==> config.mk <==
export PLATFORM = sky130hd
export DESIGN_NAME = versioned_page_stack_top
export DESIGN_NICKNAME = d
export VERILOG_FILES = /design/src/vps_pkg.sv /design/src/vps_page_ram.sv /design/src/vps_cmd_check.sv /design/src/versioned_page_stack_top.sv
export SDC_FILE = /design/constraint.sdc
export NUM_CORES = 1
export LEC_CHECK = 0
export ABC_AREA = 1
export ABC_CLOCK_PERIOD_IN_PS = 12350
export BUFFER_PORTS_ARGS = -buffer_cell sky130_fd_sc_hd__buf_2
export CAP_MARGIN = 20
export CORE_ASPECT_RATIO = 0.9
export CORE_MARGIN = 2
export CORE_UTILIZATION = 60
export DETAILED_ROUTE_END_ITERATION = 8
export PLACE_DENSITY = 0.8
export SKIP_CTS_REPAIR_TIMING = 1
export SLEW_MARGIN = 20
export SYNTH_ARGS = -nofsm -noshare
export SYNTH_HDL_FRONTEND = slang
export SYNTH_HIERARCHICAL = 1
export SYNTH_SLANG_ARGS = --single-unit
export TNS_END_PERCENT = 20
==> constraint.sdc <==
create_clock -name i_clk -period 12.35 [get_ports i_clk]
set_input_delay 1.235 -clock i_clk [delete_from_list [all_inputs] [get_ports i_clk]]
set_output_delay 1.235 -clock i_clk [all_outputs]
set_load 0.02 [all_outputs]
==> src/vps_pkg.sv <==
`default_nettype none
package vps_pkg;

    localparam int STACK_DEPTH = 8;
    // depth counter holds 0..STACK_DEPTH, index addresses 0..STACK_DEPTH-1
    localparam int DEPTH_W = $clog2(STACK_DEPTH + 1);
    localparam int IDX_W   = (STACK_DEPTH > 1) ? $clog2(STACK_DEPTH) : 1;

    localparam logic [2:0] CMD_RESET      = 3'd0;
    localparam logic [2:0] CMD_INVALIDATE = 3'd1;
    localparam logic [2:0] CMD_ROOT       = 3'd2;
    localparam logic [2:0] CMD_PUSH       = 3'd3;
    localparam logic [2:0] CMD_REPLACE    = 3'd4;
    localparam logic [2:0] CMD_PRESENT    = 3'd5;
    localparam logic [2:0] CMD_BACK       = 3'd6;
    localparam logic [2:0] CMD_DISMISS    = 3'd7;

    localparam logic [2:0] ST_OK        = 3'd0;
    localparam logic [2:0] ST_INVALID   = 3'd1;
    localparam logic [2:0] ST_EXHAUSTED = 3'd2;
    localparam logic [2:0] ST_STALE     = 3'd3;
    localparam logic [2:0] ST_BUSY      = 3'd4;
    localparam logic [2:0] ST_FULL      = 3'd5;
    localparam logic [2:0] ST_EMPTY     = 3'd6;

    typedef struct packed {
        logic [2:0]  cmd;
        logic [31:0] route;
        logic [63:0] expected_generation;
        logic [31:0] expected_route;
        logic        expected_modal;
    } t_in_item;

    typedef struct packed {
        logic [2:0]  status;
        logic [63:0] cur_generation;
        logic [31:0] cur_route;
        logic        cur_modal;
        logic [31:0] top_page;
    } t_out_item;

    typedef enum logic [3:0] {
        ACT_NONE,
        ACT_LOAD,
        ACT_BUMP,
        ACT_PUSH,
        ACT_REPLACE,
        ACT_PRESENT,
        ACT_CLEAR_OVL,
        ACT_POP,
        ACT_EXHAUST
    } t_act;

    typedef struct packed {
        logic               exhausted;
        logic [DEPTH_W-1:0] depth;
        logic [63:0]        generation;
        logic [31:0]        overlay;
        logic [31:0]        top;
    } t_view;

    typedef struct packed {
        logic [2:0] status;
        t_act       act;
    } t_decision;

endpackage
`default_nettype wire

==> src/vps_page_ram.sv <==
`default_nettype none
module vps_page_ram (
    input  wire logic                       i_clk,
    input  wire logic                       i_we,
    input  wire logic [vps_pkg::IDX_W-1:0]  i_waddr,
    input  wire logic [31:0]                i_wdata,
    input  wire logic [vps_pkg::IDX_W-1:0]  i_raddr,
    output logic [31:0]                     o_rdata
);

    logic [31:0] r_mem [vps_pkg::STACK_DEPTH];

    always_ff @(posedge i_clk) begin
        if (i_we) begin
            r_mem[i_waddr] <= i_wdata;
        end
    end

    always_ff @(posedge i_clk) begin
        o_rdata <= r_mem[i_raddr];
    end

endmodule
`default_nettype wire

==> src/vps_cmd_check.sv <==
`default_nettype none
module vps_cmd_check (
    input  wire vps_pkg::t_in_item  i_item,
    input  wire vps_pkg::t_view     i_view,
    output vps_pkg::t_decision      o_dec
);

    logic        w_active;
    logic        w_shown;
    logic        w_gen_max;
    logic [31:0] w_view_route;
    logic        w_match;
    logic        w_needs_route;
    logic        w_busy_cmd;

    always_comb begin
        w_active  = !i_view.exhausted && (i_view.depth != '0) && (i_view.generation != '0);
        w_shown   = (i_view.overlay != '0);
        w_gen_max = (i_view.generation == '1);
        w_view_route = w_shown ? i_view.overlay : (w_active ? i_view.top : 32'd0);
        w_match = w_active && (i_item.expected_generation != '0)
                  && (i_item.expected_route != '0)
                  && (i_item.expected_generation == i_view.generation)
                  && (i_item.expected_route == w_view_route)
                  && (i_item.expected_modal == w_shown);
        w_needs_route = (i_item.cmd == vps_pkg::CMD_ROOT) || (i_item.cmd == vps_pkg::CMD_PUSH)
                        || (i_item.cmd == vps_pkg::CMD_REPLACE)
                        || (i_item.cmd == vps_pkg::CMD_PRESENT);
        w_busy_cmd = (i_item.cmd == vps_pkg::CMD_PUSH) || (i_item.cmd == vps_pkg::CMD_REPLACE)
                     || (i_item.cmd == vps_pkg::CMD_PRESENT);

        o_dec.status = vps_pkg::ST_OK;
        o_dec.act    = vps_pkg::ACT_NONE;

        priority if (i_view.exhausted) begin
            o_dec.status = vps_pkg::ST_EXHAUSTED;
        end else if (i_item.cmd == vps_pkg::CMD_RESET) begin
            priority if (i_item.route == '0) begin
                o_dec.status = vps_pkg::ST_INVALID;
            end else if (w_gen_max) begin
                o_dec.status = vps_pkg::ST_EXHAUSTED;
                o_dec.act    = vps_pkg::ACT_EXHAUST;
            end else begin
                o_dec.act    = vps_pkg::ACT_LOAD;
            end
        end else if (i_item.cmd == vps_pkg::CMD_INVALIDATE) begin
            priority if (!w_active) begin
                o_dec.status = vps_pkg::ST_INVALID;
            end else if (w_gen_max) begin
                o_dec.status = vps_pkg::ST_EXHAUSTED;
                o_dec.act    = vps_pkg::ACT_EXHAUST;
            end else begin
                o_dec.act    = vps_pkg::ACT_BUMP;
            end
        end else if (w_needs_route ? (i_item.route == '0) : (i_item.route != '0)) begin
            o_dec.status = vps_pkg::ST_INVALID;
        end else if (!w_match) begin
            o_dec.status = vps_pkg::ST_STALE;
        end else if (w_shown && w_busy_cmd) begin
            o_dec.status = vps_pkg::ST_BUSY;
        end else if ((i_item.cmd == vps_pkg::CMD_PUSH)
                     && (i_view.depth >= vps_pkg::DEPTH_W'(vps_pkg::STACK_DEPTH))) begin
            o_dec.status = vps_pkg::ST_FULL;
        end else if ((i_item.cmd == vps_pkg::CMD_BACK) && !w_shown
                     && (i_view.depth <= vps_pkg::DEPTH_W'(1))) begin
            o_dec.status = vps_pkg::ST_EMPTY;
        end else if ((i_item.cmd == vps_pkg::CMD_DISMISS) && !w_shown) begin
            o_dec.status = vps_pkg::ST_EMPTY;
        end else if (w_gen_max) begin
            o_dec.status = vps_pkg::ST_EXHAUSTED;
            o_dec.act    = vps_pkg::ACT_EXHAUST;
        end else begin
            unique case (i_item.cmd)
                vps_pkg::CMD_ROOT:    o_dec.act = vps_pkg::ACT_LOAD;
                vps_pkg::CMD_PUSH:    o_dec.act = vps_pkg::ACT_PUSH;
                vps_pkg::CMD_REPLACE: o_dec.act = vps_pkg::ACT_REPLACE;
                vps_pkg::CMD_PRESENT: o_dec.act = vps_pkg::ACT_PRESENT;
                vps_pkg::CMD_BACK: begin
                    o_dec.act = w_shown ? vps_pkg::ACT_CLEAR_OVL : vps_pkg::ACT_POP;
                end
                default:              o_dec.act = vps_pkg::ACT_CLEAR_OVL;
            endcase
        end
    end

endmodule
`default_nettype wire

==> src/versioned_page_stack_top.sv <==
`default_nettype none
// Versioned page stack. A command is taken when start is high and busy is low,
// and its single result appears on o_result for one cycle with o_done high;
// the receiver cannot hold it off, so it must capture the beat when o_done is
// set. Each command passes through an execute state and a response state before
// its result beat; a back that pops a page also passes through a fetch state,
// as the new top page is read back from the page memory. A new command may be
// issued in the same cycle as the result beat. The pages live in a small
// synchronous memory and the current top page is cached in a register, so
// only a pop needs a memory read.
module versioned_page_stack_top (
    input  wire logic               i_clk,
    input  wire logic               i_rst_n,
    input  wire logic               start,
    input  wire vps_pkg::t_in_item  i_item,
    output logic                    busy,
    output logic                    o_done,
    output vps_pkg::t_out_item      o_result
);

    typedef enum logic [3:0] {
        S_IDLE  = 4'b0001,
        S_EXEC  = 4'b0010,
        S_FETCH = 4'b0100,
        S_RESP  = 4'b1000
    } t_state;

    t_state                     r_state, n_state;
    vps_pkg::t_in_item          r_item;
    logic [vps_pkg::DEPTH_W-1:0] r_depth, n_depth;
    logic [63:0]                r_gen, n_gen;
    logic [31:0]                r_overlay, n_overlay;
    logic                       r_exh, n_exh;
    logic [31:0]                r_top, n_top;
    logic [2:0]                 r_status, n_status;
    logic                       r_done;
    vps_pkg::t_out_item         r_out, n_out;

    vps_pkg::t_view             w_view;
    vps_pkg::t_decision         w_dec;
    logic                       w_we;
    logic [vps_pkg::IDX_W-1:0]  w_waddr;
    logic [31:0]                w_wdata;
    logic [vps_pkg::IDX_W-1:0]  w_raddr;
    logic [31:0]                w_rdata;
    logic [vps_pkg::DEPTH_W-1:0] w_dm1;
    logic [vps_pkg::DEPTH_W-1:0] w_dm2;
    logic                       w_active;

    assign w_view = '{exhausted: r_exh, depth: r_depth, generation: r_gen,
                      overlay: r_overlay, top: r_top};

    vps_cmd_check u_check (
        .i_item (r_item),
        .i_view (w_view),
        .o_dec  (w_dec)
    );

    vps_page_ram u_ram (
        .i_clk   (i_clk),
        .i_we    (w_we),
        .i_waddr (w_waddr),
        .i_wdata (w_wdata),
        .i_raddr (w_raddr),
        .o_rdata (w_rdata)
    );

    assign w_dm1 = r_depth - vps_pkg::DEPTH_W'(1);
    assign w_dm2 = r_depth - vps_pkg::DEPTH_W'(2);
    assign w_active = !r_exh && (r_depth != '0) && (r_gen != '0);

    always_comb begin
        n_state   = r_state;
        n_depth   = r_depth;
        n_gen     = r_gen;
        n_overlay = r_overlay;
        n_exh     = r_exh;
        n_top     = r_top;
        n_status  = r_status;
        n_out     = r_out;
        w_we      = 1'b0;
        w_waddr   = w_dm1[vps_pkg::IDX_W-1:0];
        w_wdata   = r_item.route;
        // the read port points at the entry below the top for a pop
        w_raddr   = w_dm2[vps_pkg::IDX_W-1:0];

        unique case (r_state)
            S_IDLE: begin
                if (start) begin
                    n_state = S_EXEC;
                end
            end
            S_EXEC: begin
                n_status = w_dec.status;
                n_state  = S_RESP;
                if ((w_dec.act != vps_pkg::ACT_NONE) && (w_dec.act != vps_pkg::ACT_EXHAUST)) begin
                    n_gen = r_gen + 64'd1;
                end
                unique case (w_dec.act)
                    vps_pkg::ACT_LOAD: begin
                        w_we      = 1'b1;
                        w_waddr   = '0;
                        n_depth   = vps_pkg::DEPTH_W'(1);
                        n_overlay = '0;
                        n_top     = r_item.route;
                    end
                    vps_pkg::ACT_PUSH: begin
                        w_we    = 1'b1;
                        w_waddr = r_depth[vps_pkg::IDX_W-1:0];
                        n_depth = r_depth + vps_pkg::DEPTH_W'(1);
                        n_top   = r_item.route;
                    end
                    vps_pkg::ACT_REPLACE: begin
                        w_we  = 1'b1;
                        n_top = r_item.route;
                    end
                    vps_pkg::ACT_PRESENT:   n_overlay = r_item.route;
                    vps_pkg::ACT_CLEAR_OVL: n_overlay = '0;
                    vps_pkg::ACT_POP: begin
                        // a pop never writes, so the read cannot collide
                        n_depth = w_dm1;
                        n_state = S_FETCH;
                    end
                    vps_pkg::ACT_EXHAUST:   n_exh = 1'b1;
                    default: ;
                endcase
            end
            S_FETCH: begin
                n_top   = w_rdata;
                n_state = S_RESP;
            end
            S_RESP: begin
                n_out.status = r_status;
                if (w_active) begin
                    n_out.cur_generation = r_gen;
                    n_out.cur_route      = (r_overlay != '0) ? r_overlay : r_top;
                    n_out.cur_modal      = (r_overlay != '0);
                    n_out.top_page       = r_top;
                end else begin
                    n_out.cur_generation = '0;
                    n_out.cur_route      = '0;
                    n_out.cur_modal      = 1'b0;
                    n_out.top_page       = '0;
                end
                n_state = S_IDLE;
            end
            default: n_state = S_IDLE;
        endcase
    end

    always_ff @(posedge i_clk) begin
        if (!i_rst_n) begin
            r_state   <= S_IDLE;
            r_depth   <= '0;
            r_gen     <= '0;
            r_overlay <= '0;
            r_exh     <= 1'b0;
            r_done    <= 1'b0;
        end else begin
            r_state   <= n_state;
            r_depth   <= n_depth;
            r_gen     <= n_gen;
            r_overlay <= n_overlay;
            r_exh     <= n_exh;
            r_done    <= (r_state == S_RESP);
        end
    end

    always_ff @(posedge i_clk) begin
        if ((r_state == S_IDLE) && start) begin
            r_item <= i_item;
        end
        r_top    <= n_top;
        r_status <= n_status;
        r_out    <= n_out;
    end

    assign busy     = (r_state != S_IDLE);
    assign o_done   = r_done;
    assign o_result = r_out;

    a_done_after_resp: assert property (@(posedge i_clk) disable iff (!i_rst_n)
        o_done |-> $past(r_state == S_RESP))
        else $error("result beat without a response cycle");

    a_exh_sticky: assert property (@(posedge i_clk) disable iff (!i_rst_n)
        r_exh |=> r_exh)
        else $error("exhausted state left without reset");

    a_gen_only_in_exec: assert property (@(posedge i_clk)
        (i_rst_n && $past(i_rst_n) && !$stable(r_gen)) |-> $past(r_state == S_EXEC))
        else $error("generation changed outside command execution");

    a_depth_bound: assert property (@(posedge i_clk) disable iff (!i_rst_n)
        r_depth <= vps_pkg::DEPTH_W'(vps_pkg::STACK_DEPTH))
        else $error("stack depth beyond capacity");

    a_fetch_nonempty: assert property (@(posedge i_clk) disable iff (!i_rst_n)
        (r_state == S_FETCH) |-> (r_depth != '0))
        else $error("top page fetched from an empty stack");

endmodule
`default_nettype wire
* Word-level counts from Yosys, hierarchy flattened
Memories as Yosys holds them, arrays and structs flattened. A register that Yosys moved wholly into a read port is not among the register bits.
Cells that the tools add are included.
** Cells by class
- Add/subtract/negate cells :: 4
- Order comparisons :: 2
- Equal/unequal tests :: 26
- Multiplexer cells :: 42
- Reduce and logical (&&, ||, !) cells :: 40
** Operators by type and width (count)
- $mux W32 :: 4
- $pmux W32 S2 :: 2
- $reduce_bool A64 Y1 :: 2
- $reduce_bool A32 Y1 :: 3
- $add A64 B1 Y64 const B :: 1
- $eq A64 B64 Y1 :: 1
- $eq A64 B64 Y1 const B :: 1
- $mux W4 :: 14
- $eq A32 B32 Y1 :: 1
- $logic_not A32 Y1 :: 1
- $mux W3 :: 9
- $pmux W4 S3 :: 2
- $eq A4 B3 Y1 const B :: 5
- $pmux W4 S5 :: 1
- $logic_and A1 B1 Y1 :: 14
- $mux W7 :: 2
- $eq A3 B3 Y1 const B :: 4
- $reduce_and A2 Y1 :: 5
- $eq A4 B1 Y1 const B :: 2
- $eq A4 B2 Y1 const B :: 2
- $eq A4 B4 Y1 const B :: 2
- $reduce_bool A4 Y1 :: 2
- $eq A3 B2 Y1 const B :: 2
- $mux W1 :: 6
- other kinds (19) :: 26
** Word-level totals
- Register bits :: 405
- Bits in writable memories :: 256
- Input bits :: 135
- Output and inout port bits :: 134
- Memories kept :: 1
** Memories
- u_ram.r_mem :: depth 8, bits a word 32, read ports 1, clocked after Yosys merged registers in 1, write ports 1, RTL line vps_page_ram.sv:11 : logic [31:0] r_mem [vps_pkg::STACK_DEPTH];

* Logic depth before layout (Yosys ltp)
- Word-level depth :: 19
- Depth in mapped cells :: 31

* Modules after synthesis
The synthesis kept the hierarchy.
** By module, submodules not included
- versioned_page_stack_top :: times used 1, cells an instance 1604, area each 16238.1 um2, sequential area each 11100.6 um2
- vps_page_ram :: times used 1, cells an instance 1156, area each 11872.6 um2, sequential area each 8328.0 um2
- vps_cmd_check :: times used 1, cells an instance 695, area each 3374.5 um2, sequential area each 0.0 um2

* Worst setup path after synthesis
No wires, ideal clock.
- Path type :: register to register
- Start point :: register r_state[1]
- End point :: register r_out, in the netlist o_result[0], enable pin
- Setup time :: 786 ps
- Arrival :: 9371 ps
- Data required time :: 11564 ps
- Slack :: 2193 ps
- Cell stages (with the launch flop) :: 4
- Path buffers :: 0
- Period minus slack after synthesis :: 10157 ps
- Path through :: dfxtp_1 -> nor2_1 -> inv_1 -> nor3_1
** Between the ends
- Word-level cells in the longest chain between the ends :: 1
** RTL lines
- start: declaration :: RTL line versioned_page_stack_top.sv:28 : t_state r_state, n_state;
- start signal: assignment :: RTL line versioned_page_stack_top.sv:160 : r_state <= n_state;
- $eq A4 B4 Y1 :: RTL line versioned_page_stack_top.sv:87 : unique case (r_state)
- end signal: assignment :: RTL line versioned_page_stack_top.sv:175 : r_out <= n_out;
- end: declaration :: RTL line versioned_page_stack_top.sv:37 : vps_pkg::t_out_item r_out, n_out;
No other way between the ends.
A chain may end at the register's enable or synchronous reset.

==> impl_metrics.ini <==
[logic_synthesis]
synth_most_common_cell = nand2_1
synth-seq-cells = 693
muxShareOfSynthArea_pct = 0
avgSynthCellArea_um2 = 9.11
synth_edf_count = 555
synth-compound-area-share_pct = 2.89
yosysSeqAreaShare_pct = 61.7
synth_cell_types = 42
yosys.area_share.simple_pct = 24.8
synth.area.top_cells = edfxtp_1 (53%), nand2_1 (11%), dfxtp_1 (8.8%)
syn-num-nets = 3598
ys.warnings.count = 6
synthCells = 3455
yosysTopAreaCellShare_pct = 52.9
synth_top_family_by_area = simple AND/OR/NAND/NOR gates
ys_async_sr_fraction_pct = 0
synth_flop_cell = edfxtp_1
synthXorXnorAreaFrac_pct = 1.72
synth-adder-area-share_pct = 0.318
synth_common_cells = nand2_1 (908), edfxtp_1 (555), inv_1 (555)
netlist_area_um2 = 31500
yosysTopAreaCell = edfxtp_1

[global_routing]
grt_pass1_wl_um = 131000
antenna_found_initial = 3
grt_pass1_vias = 22300
grt_use_total_pct = 32.0
grt_max_degree = 105
gr-total-overflow = 0

[place]
globalplace.congestion = 0.986
hpwl_um = 62100
numPortBuffers = 268

[layout]
final_layout_size_suffix_gt1_share_pct = 12.6
synthToLayoutAreaGrowth_pct = 13.2
num-nets-final = 3870

[drt]
first_pass_iters = 7
detail_route.wl_per_cell_um = 19.7
drc_errors = 0
drt_iter0_markers = 3386
antenna_left = 0
vias = 24600
drt-total-wl_um = 87900
avgViaCountPerCell = 5.50

[pwr]
intPower_mw = 3.77
power_frac_clock_pct = 41.8
comb_power_share_pct = 4.0
switching_share_pct = 22.1
switching_power_mw = 1.07
power.density_nw_per_um2 = 136
seq_power_share_pct = 54.2
p_leak_nw = 14.7
ir_worst_vdd_mv = 0.127

[critical_path]
cp.required_ns = 12.58
crit_fanout = 32
endpoint_kind = flop
slowest_stage = nor2_4
max_stage_delay_ns = 0.89
critPathKind = flop to flop
cp_data_arrival_time_ns = 5.66
path_common_cell = nand2_1
startpoint_type = flop

[clock_tree]
htree_levels = 3
worstSkewPairLatency_ns = 0.63
cts_tree = done
clockBufferDepth = 3
clk_pin_slew_worst_paths_ns = 0.06
cts-buffers-inserted = 67
root_buffer = clkbuf_16
clock-sinks = 693

[timing]
hold_viol = 0
fmax_mhz = 184
slew_headroom_pct = 27.0
worstMarginPinSlew_ns = 1.09
min_period_ns = 5.42
rsz0062_at_grt = no
post-route-period-util_pct = 43.9
finalSetupViolCount = 0
fin_hold_ws_ns = 0.420
setup_tns_ns = 0
slew_violations = 0
clock_skew_ns = 0.0269

[min_path]
holdCritPathClass = flop to flop

[floorplanning]
core_region_area_um2 = 51800
dieArea_um2 = 54300
floorplan.initialDensity_pct = 60.8
die_w_um = 245
num_rows = 79
io-pin-count = 269
dieHeight_um = 221

[job]
drv_cap = 0

[outcome]
outcome = complete, no violations
## logic make-up (layout without fill, tap and decap cells)
kind of cell | after synthesis | in the layout
AO/OA/AOI/OAI | 173 | 173
adder cells (fa/ha/maj) | 8 | 8
flip-flops | 693 | 693
other | 0 | 1
XOR/XNOR | 62 | 62
AND/OR/NAND/NOR | 1855 | 1855
buffers and inverters | 664 | 989
## final cells by class
cell class	count	area, um2
diodes	1	2.50
clock buffers	94	1840
clock inverters	28	318
fillers	3986	16200
inverters	568	2130
multi-input cells	2098	9470
flip-flops and latches	693	19400
well taps	688	861
repair buffers	299	1590
## power by group through the flow
stage,clock network [mW],logic (mW),registers (mW)
6_report,2.03,0.193,2.62
4_1_cts,2.04,0.188,2.62
2_1_floorplan,0,0.103,2.66
3_3_place_gp,0,0.187,2.67
5_1_grt,2.13,0.208,2.63
3_5_place_dp,0,0.187,2.67
## routing by layer
layer | track usage, % | vias to the layer above | part of all wire, %
li1 | - | 11600 | -
met1 | 50.1 | 11300 | 43
met3 | 8.62 | 137 | 14
met2 | 43.6 | 1578 | 41
met5 | 0 | - | 0.010
met4 | 8.82 | 2 | 2.3
## stage by stage
step           instances  util [%]  setup slack (ns)  cell area (um2)  total power, mW
5_1_grt             4469      68.8              6.42            35600             4.97
6_report            4469      68.8              6.93            35600             4.84
2_1_floorplan       3455         -              2.19            31500             2.76
3_3_place_gp        4345      64.6              7.19            33500             2.86
4_1_cts             4467      68.8              7.07            35600             4.85
3_5_place_dp        4345      64.6              7.13            33500             2.86
## cell usage in the layout (no fill, tap or decap), drive strengths merged, types with 8 or more instances in the layout
master | Yosys | layout
nand4 | 72 | 72
nand3 | 243 | 243
nor3 | 43 | 43
xnor2 | 48 | 48
nor4 | 12 | 12
xor2 | 14 | 14
nor2 | 557 | 557
a21oi | 107 | 107
o21ai | 48 | 48
clkinv | 2 | 18
edfxtp | 555 | 555
dfxtp | 138 | 138
nand2 | 916 | 916
clkbuf | 22 | 94
buf | 74 | 299
ha | 8 | 8
inv | 566 | 570
## flip-flops by register name, summed over array words and instances (netlist names)
signal / count
o_done: 1
o_result: 132
r_depth: 4
r_exh: 1
r_gen: 64
r_item: 100
r_overlay: 32
r_state: 4
r_status: 3
r_top: 32
u_ram/o_rdata: 32
u_ram/r_mem: 256
w_wdata: 32
## critical path: cells and delay by family (launching register included)
kind | cells | cell delay (ns)
AO/OA/AOI/OAI | 2 | 0.61
buffers and inverters | 3 | 0.33
flip-flops | 1 | 0.35
AND/OR/NAND/NOR | 20 | 3.69
## final timing paths
check / startpoint / to / slack, ns / cells past startpoint
max: r_overlay[20] / u_ram/r_mem[1][24] / 6.93 / 25
min reg2reg: r_status[2] / o_result[131] / 0.42 / 0
max reg2reg: r_overlay[20] / u_ram/r_mem[1][24] / 6.93 / 25
min: r_status[2] / o_result[131] / 0.42 / 0
No activity file was read; power rests on OpenSTA's default activity.
